$ cat src/rtl/hta_pkg.sv
`timescale 1ns / 1ps
`default_nettype none
// ----------------------------------------------------------------------------
// hta_pkg
// Types and codes shared by the per-host IPv4 traffic accounting block.
// ----------------------------------------------------------------------------
package hta_pkg;

  // operation codes
  localparam logic [1:0] OP_COUNT = 2'd0;
  localparam logic [1:0] OP_READ  = 2'd1;
  localparam logic [1:0] OP_CLEAR = 2'd2;

  // result status codes
  localparam logic [2:0] STAT_COUNTED    = 3'd0;
  localparam logic [2:0] STAT_TOO_SHORT  = 3'd1;
  localparam logic [2:0] STAT_NOT_V4     = 3'd2;
  localparam logic [2:0] STAT_HDR_TRUNC  = 3'd3;
  localparam logic [2:0] STAT_NO_PAYLOAD = 3'd4;
  localparam logic [2:0] STAT_DONE       = 3'd5;

  localparam logic [3:0]  IP_VERSION4  = 4'd4;
  localparam logic [3:0]  IHL_MASK     = 4'hF;
  localparam logic [15:0] MIN_HDR_LEN  = 16'd20;

  typedef struct packed {
    logic [1:0]  operation;
    logic [15:0] captured_length;
    logic [7:0]  version_ihl;
    logic [15:0] total_length;
    logic [31:0] source_address;
    logic [31:0] destination_address;
    logic [7:0]  read_index;
  } in_t;

  typedef struct packed {
    logic [2:0]  status;
    logic [15:0] payload_bytes;
    logic [7:0]  source_slot;
    logic        source_slot_valid;
    logic [7:0]  destination_slot;
    logic        destination_slot_valid;
    logic [31:0] entry_address;
    logic [47:0] entry_bytes_in;
    logic [47:0] entry_bytes_out;
    logic [31:0] entry_packets;
    logic        entry_used;
    logic [8:0]  used_entries;
  } out_t;

  // one table slot as stored in the memory
  typedef struct packed {
    logic [31:0] addr;
    logic [47:0] rx_bytes;
    logic [47:0] tx_bytes;
    logic [31:0] packets;
  } entry_t;

  typedef enum logic [2:0] {
    ST_IDLE,
    ST_DECODE,
    ST_SCAN,
    ST_RESOLVE,
    ST_WR_SRC,
    ST_WR_DST,
    ST_RDWAIT,
    ST_DONE
  } state_t;

endpackage
`default_nettype wire

$ cat src/rtl/hta_credit.sv
`timescale 1ns / 1ps
`default_nettype none
// ----------------------------------------------------------------------------
// hta_credit
// Saturating credit of one packet to a table entry, in or out direction.
// ----------------------------------------------------------------------------
module hta_credit (
  input  hta_pkg::entry_t ent,
  input  wire [15:0]      pay,
  input  wire             dir_in,
  output hta_pkg::entry_t result
);

  logic [47:0] base;
  logic [48:0] sum;
  logic [47:0] sat;

  always_comb begin
    base   = dir_in ? ent.rx_bytes : ent.tx_bytes;
    sum    = {1'b0, base} + 49'(pay);
    sat    = sum[48] ? '1 : sum[47:0];
    result = ent;
    if (dir_in) begin
      result.rx_bytes = sat;
    end else begin
      result.tx_bytes = sat;
    end
    if (ent.packets != '1) begin
      result.packets = ent.packets + 32'd1;
    end
  end

endmodule
`default_nettype wire

$ cat config.mk
export PLATFORM = sky130hd
export DESIGN_NAME = hta_credit
export DESIGN_NICKNAME = d
export VERILOG_FILES = /design/src/rtl/hta_pkg.sv /design/src/rtl/hta_credit.sv
export SDC_FILE = /design/constraint.sdc
export NUM_CORES = 1
export LEC_CHECK = 0
export ABC_AREA = 0
export BUFFER_PORTS_ARGS = -buffer_cell sky130_fd_sc_hd__buf_4
export CAP_MARGIN = 20
export CORE_MARGIN = 4
export CORE_UTILIZATION = 29
export DETAILED_ROUTE_END_ITERATION = 8
export GPL_TIMING_DRIVEN = 0
export PLACE_DENSITY_LB_ADDON = 0.08
export SLEW_MARGIN = 10
export SYNTH_ARGS = -nofsm -noshare
export SYNTH_HDL_FRONTEND = slang
export SYNTH_SLANG_ARGS = --single-unit
$ cat constraint.sdc
create_clock -name vclk -period 12.6
set_input_delay 1.26 -clock vclk [all_inputs]
set_output_delay 1.26 -clock vclk [all_outputs]
set_load 0.01 [all_outputs]
; Word-level counts from Yosys, hierarchy flattened
; Index checks and enable logic that the tools add are counted.
; Widths: inputs -> output; s select.
[classes]
n_addsub = 2
eq_ne = 1
n_mux = 5
[op_table]
columns = op, count
row1 = $mux 48, 4
row2 = $add 48x16->49, 1
row3 = $add 32x1->32 const B, 1
row4 = $mux 32, 1
row5 = $ne 32x32->1 const B, 1
[totals]
register_bits = 0
output_inout_bits = 160

; Logic depth before layout (Yosys ltp)
[depth]
depth_word = 4
depth_mapped = 20
depth_no_buf = 10

; Worst setup path before layout
; OpenSTA, ideal clock, no wires.
[synth_timing]
path_kind = in2out
start = input dir_in
end = output result[39] in the netlist's numbering
arrival_time_ns = 5.317
required_time_ns = 11.340
slack_ns = 6.023
cell_stages = 19
n_path_buf = 9
path_cell_list = buf_6 -> buf_4 -> buf_4 -> clkbuf_1 -> buf_2 -> buf_1 -> mux2_2 -> ha_1 -> fa_1 -> a21o_1 -> a221oi_1 -> o21ai_1 -> a21oi_2 -> buf_2 -> nor2_1 -> buf_2 -> buf_4 -> nor3_1 -> a21oi_1
[synth_lines]
columns = element, line
row1 = start: declaration, hta_credit.sv:10  ; input wire dir_in,
row2 = end: declaration, hta_credit.sv:11  ; output hta_pkg::entry_t result

==> results by stage <==
Global routing:
- The wire length of the first global-routing pass is approximately 33 mm.
- The initial antenna violation count is 0.
- The number of global-route vias before repair was 6153.
- The pin count of the biggest net entering global routing is 11.
- The total global-route track usage is 0.243.
- Global routing finished with a remaining overflow of 0.

Cells and area:
- The number of inserted diodes is 0.
- In the final layout, the share of cells above drive strength 1 is 0.403.
- The top cell types in the final layout, fill and taps aside, are 341 x sky130_fd_sc_hd__buf_4, 70 x sky130_fd_sc_hd__a21oi_1, 68 x sky130_fd_sc_hd__nand2_1, 56 x sky130_fd_sc_hd__nor2_1, 53 x sky130_fd_sc_hd__o21ai_0.
- The final design area excluding fillers is between 6000 and 7000 µm².
- The final standard cell count with taps included and fillers excluded is 1179.
- The library cell used most frequently in the layout, excluding fill and tap cells, is sky130_fd_sc_hd__buf_4.
- The area growth from synthesis to layout is 57.5%.
- The sequential cells in the finished layout cover a total of 0 µm².
- The number of nets in the layout is between 1000 and 1500.
- The number of clock-tree buffers in the layout is 0.
- The core occupancy in the finished layout is 0.471.
- The sequential cell count is 0.

Route:
- The number of DRC violations after detailed routing is 0.
- The count of routing violations after the opening detailed-route iteration is 509.
- The routed wire length is 23.2 mm.
- In the routed layout, each cell is associated on average with a via count of 5.55.
- The number of optimization iterations in the first detailed-route pass is 5.
- The routed length per instance is 19.7 µm.
- The residual antenna-violating net count after detailed routing is 0.
- The via count is ~6500.

STA:
- Of the available clock period, the critical path in the final layout requires 0.653.
- Derived from the worst setup path, the maximum achievable clock frequency is 0.122 GHz.
- The worst hold margin is 2.70 ns.
- Setup repair after global routing left no endpoint under its margin.
- The smallest clock period supported by the final layout is computed as between 8 and 9 ns.
- The worst relative slew slack is 0.286.
- For the pin with the worst max-slew slack, the measured transition is 1.06 ns.
- The number of endpoints with negative hold slack in the final report is 0.
- Setup violations remaining at the end of the flow were counted as 0.
- The final total negative setup slack is 0 ns.
- The final critical-path setup slack is ~4.4 ns.
- The number of pins with negative max-slew slack in the final report is 0.

Flow run:
- Across the run, the number of max-cap violations was 0.

Worst setup path:
- The standard cell with the maximum stage delay on the critical path is sky130_fd_sc_hd__a2111oi_2.
- Among the stages of the critical path, the cell type that occurs most often is sky130_fd_sc_hd__buf_4.
- The kind of launch point of the worst setup path is an input port.
- The worst setup path is of the input port to output port kind.
- The critical path's largest stage delay is 0.89 ns.
- The signal on the critical path passes through buf_4 -> buf_6 -> buf_4 -> buf_4 -> clkbuf_1 -> buf_2 -> buf_1 -> clkbuf_1 -> o21ai_0 -> ha_1 -> nand4_1 -> nor3_1 -> a21oi_1 -> a2111oi_2 -> nand3_1 -> and2_4 -> o31ai_1 -> buf_4.
- The worst-path maximum fanout is 10.
- The number of buffers and inverters on the critical path is 9.
- The kind of end point of the critical path is an output port.
- Data on the critical path is required at its endpoint by 11.34 ns.
- Broken down by cell family, the worst path's largest delay share belongs to buffers and inverters.
- STA puts the critical path data arrival time at 6.97 ns.

Power and ir drop:
- For this design the ratio of total power to cell area is 41.1 nW/µm².
- Power comes to ~280 µW.
- The leakage dissipation is 3.09 nW.
- The maximum vdd drop is 0.0283 mV.

Placement:
- Routability-driven placement finished with a final weighted congestion of 0.970.
- The count of buffers from port buffering is 305.
- The post-place setup slack is 4.38 ns.
- In this run the cell area measured after placement is slightly below 7000 µm².
- Summed over all nets, the half-perimeter wirelength after detailed placement is roughly 19 mm.
- Counting tap cells, the placed design contains a total of about 1200 instances.

Min path:
- The path class of the tightest hold or removal check is input port to output port.

Clock tree:
- After clock tree synthesis, the flow added hold-fix buffers numbering 0.
- The number of gates resized after CTS is 0.
- The count of buffers added by post-CTS timing repair for setup is 0.

Synth:
- During synthesis, Yosys emitted a total of 0 warnings.
- The net count of the mapped netlist is 885.
- sky130_fd_sc_hd__a21oi_1 takes more of the synthesized area than any other cell.
- The part of the Yosys area used for sequential elements is 0.
- Ranked by total cell area, the synthesized netlist is headed by sky130_fd_sc_hd__a21oi_1 8.0%, sky130_fd_sc_hd__xnor2_1 7.0%, sky130_fd_sc_hd__buf_4 6.2%.
- The share of the synthesized area in the top cell type is 0.0800.
- Synthesis produced a netlist whose cell count is around 700.
- The number of different library cells used by synthesis comes to 70.
- A synthesized cell averages around 6.3 µm².
- The cell area that synthesis handed to floorplanning was 4380 µm².

Floorplanning:
- For this configuration, the core starts out at a cell density of 0.299.
- In this run the count of I/O pins placed on the die edge is approximately 340.
- The die outline height is 131 µm.
- The floorplan step defined a core boundary enclosing 14600 µm².
- The die covers roughly 17000 µm².
- The width of the die is 131 µm.
- Row generation in the floorplan step produced 44 rows.

Status:
- The flow ran to the end, and the final reports show no timing, DRC or antenna violations.
## cells in the mapped netlist, types with 5 or more instances
| library cell | count |
|---|---|
| sky130_fd_sc_hd__o22a_1 | 7 |
| sky130_fd_sc_hd__o31ai_1 | 13 |
| sky130_fd_sc_hd__buf_4 | 36 |
| sky130_fd_sc_hd__mux2_2 | 22 |
| sky130_fd_sc_hd__inv_1 | 12 |
| sky130_fd_sc_hd__o32a_1 | 5 |
| sky130_fd_sc_hd__nand4_1 | 18 |
| sky130_fd_sc_hd__buf_2 | 11 |
| sky130_fd_sc_hd__mux2i_1 | 5 |
| sky130_fd_sc_hd__and2_1 | 9 |
| sky130_fd_sc_hd__a21o_1 | 8 |
| sky130_fd_sc_hd__and4_1 | 8 |
| sky130_fd_sc_hd__a21oi_1 | 70 |
| sky130_fd_sc_hd__or2_2 | 5 |
| sky130_fd_sc_hd__nand2b_1 | 5 |
| sky130_fd_sc_hd__clkbuf_1 | 20 |
| sky130_fd_sc_hd__ha_1 | 17 |
| sky130_fd_sc_hd__nand3b_1 | 9 |
| sky130_fd_sc_hd__xnor2_1 | 35 |
| sky130_fd_sc_hd__nand2_1 | 68 |
| sky130_fd_sc_hd__nor2_1 | 56 |
| sky130_fd_sc_hd__a31oi_1 | 28 |
| sky130_fd_sc_hd__nor3_1 | 19 |
| sky130_fd_sc_hd__xor2_1 | 9 |
| sky130_fd_sc_hd__and3_1 | 16 |
| sky130_fd_sc_hd__o21a_1 | 6 |
| sky130_fd_sc_hd__nand3_1 | 47 |
| sky130_fd_sc_hd__o21ai_0 | 53 |
## cell type report
type | count | area, µm²
Inverter | 12 | 45.0
Buffer | 71 | 430
Multi-Input combinational cell | 607 | 3910
Timing Repair Buffer | 305 | 2290
Fill cell | 1604 | 7740
Tap cell | 184 | 230
## power by group
group	leakage, nW	switching (mW)	total, mW	internal, mW
logic	3.09	0.147	0.283	0.136
registers	0	0	0	0
clock network	0	0	0	0
total	3.09	0.147	0.283	0.136
## metal layers
metal	share of wire	wire, µm	GRT usage
met1	0.40	9210	0.313
met2	0.49	11300	0.424
met3	0.097	2260	0.0423
met4	0.021	484	0.0526
met5	0	0	0
## cells by family after synthesis
kind of cell,Yosys count,synth area share
AND/OR/NAND/NOR,289,0.347
AO/OA/AOI/OAI,229,0.336
buffers and inverters,83,0.109
XOR/XNOR,44,0.0880
multiplexers,27,0.0680
adder cells (fa/ha/maj),18,0.0531
## path summary, 6_finish.rpt
| check | start | to | cells past startpoint |
|---|---|---|---|
| setup / recovery | dir_in | result[75] | 18 |
| hold / removal | ent[148] | result[148] | 2 |
(Power assumes the default switching activity.)
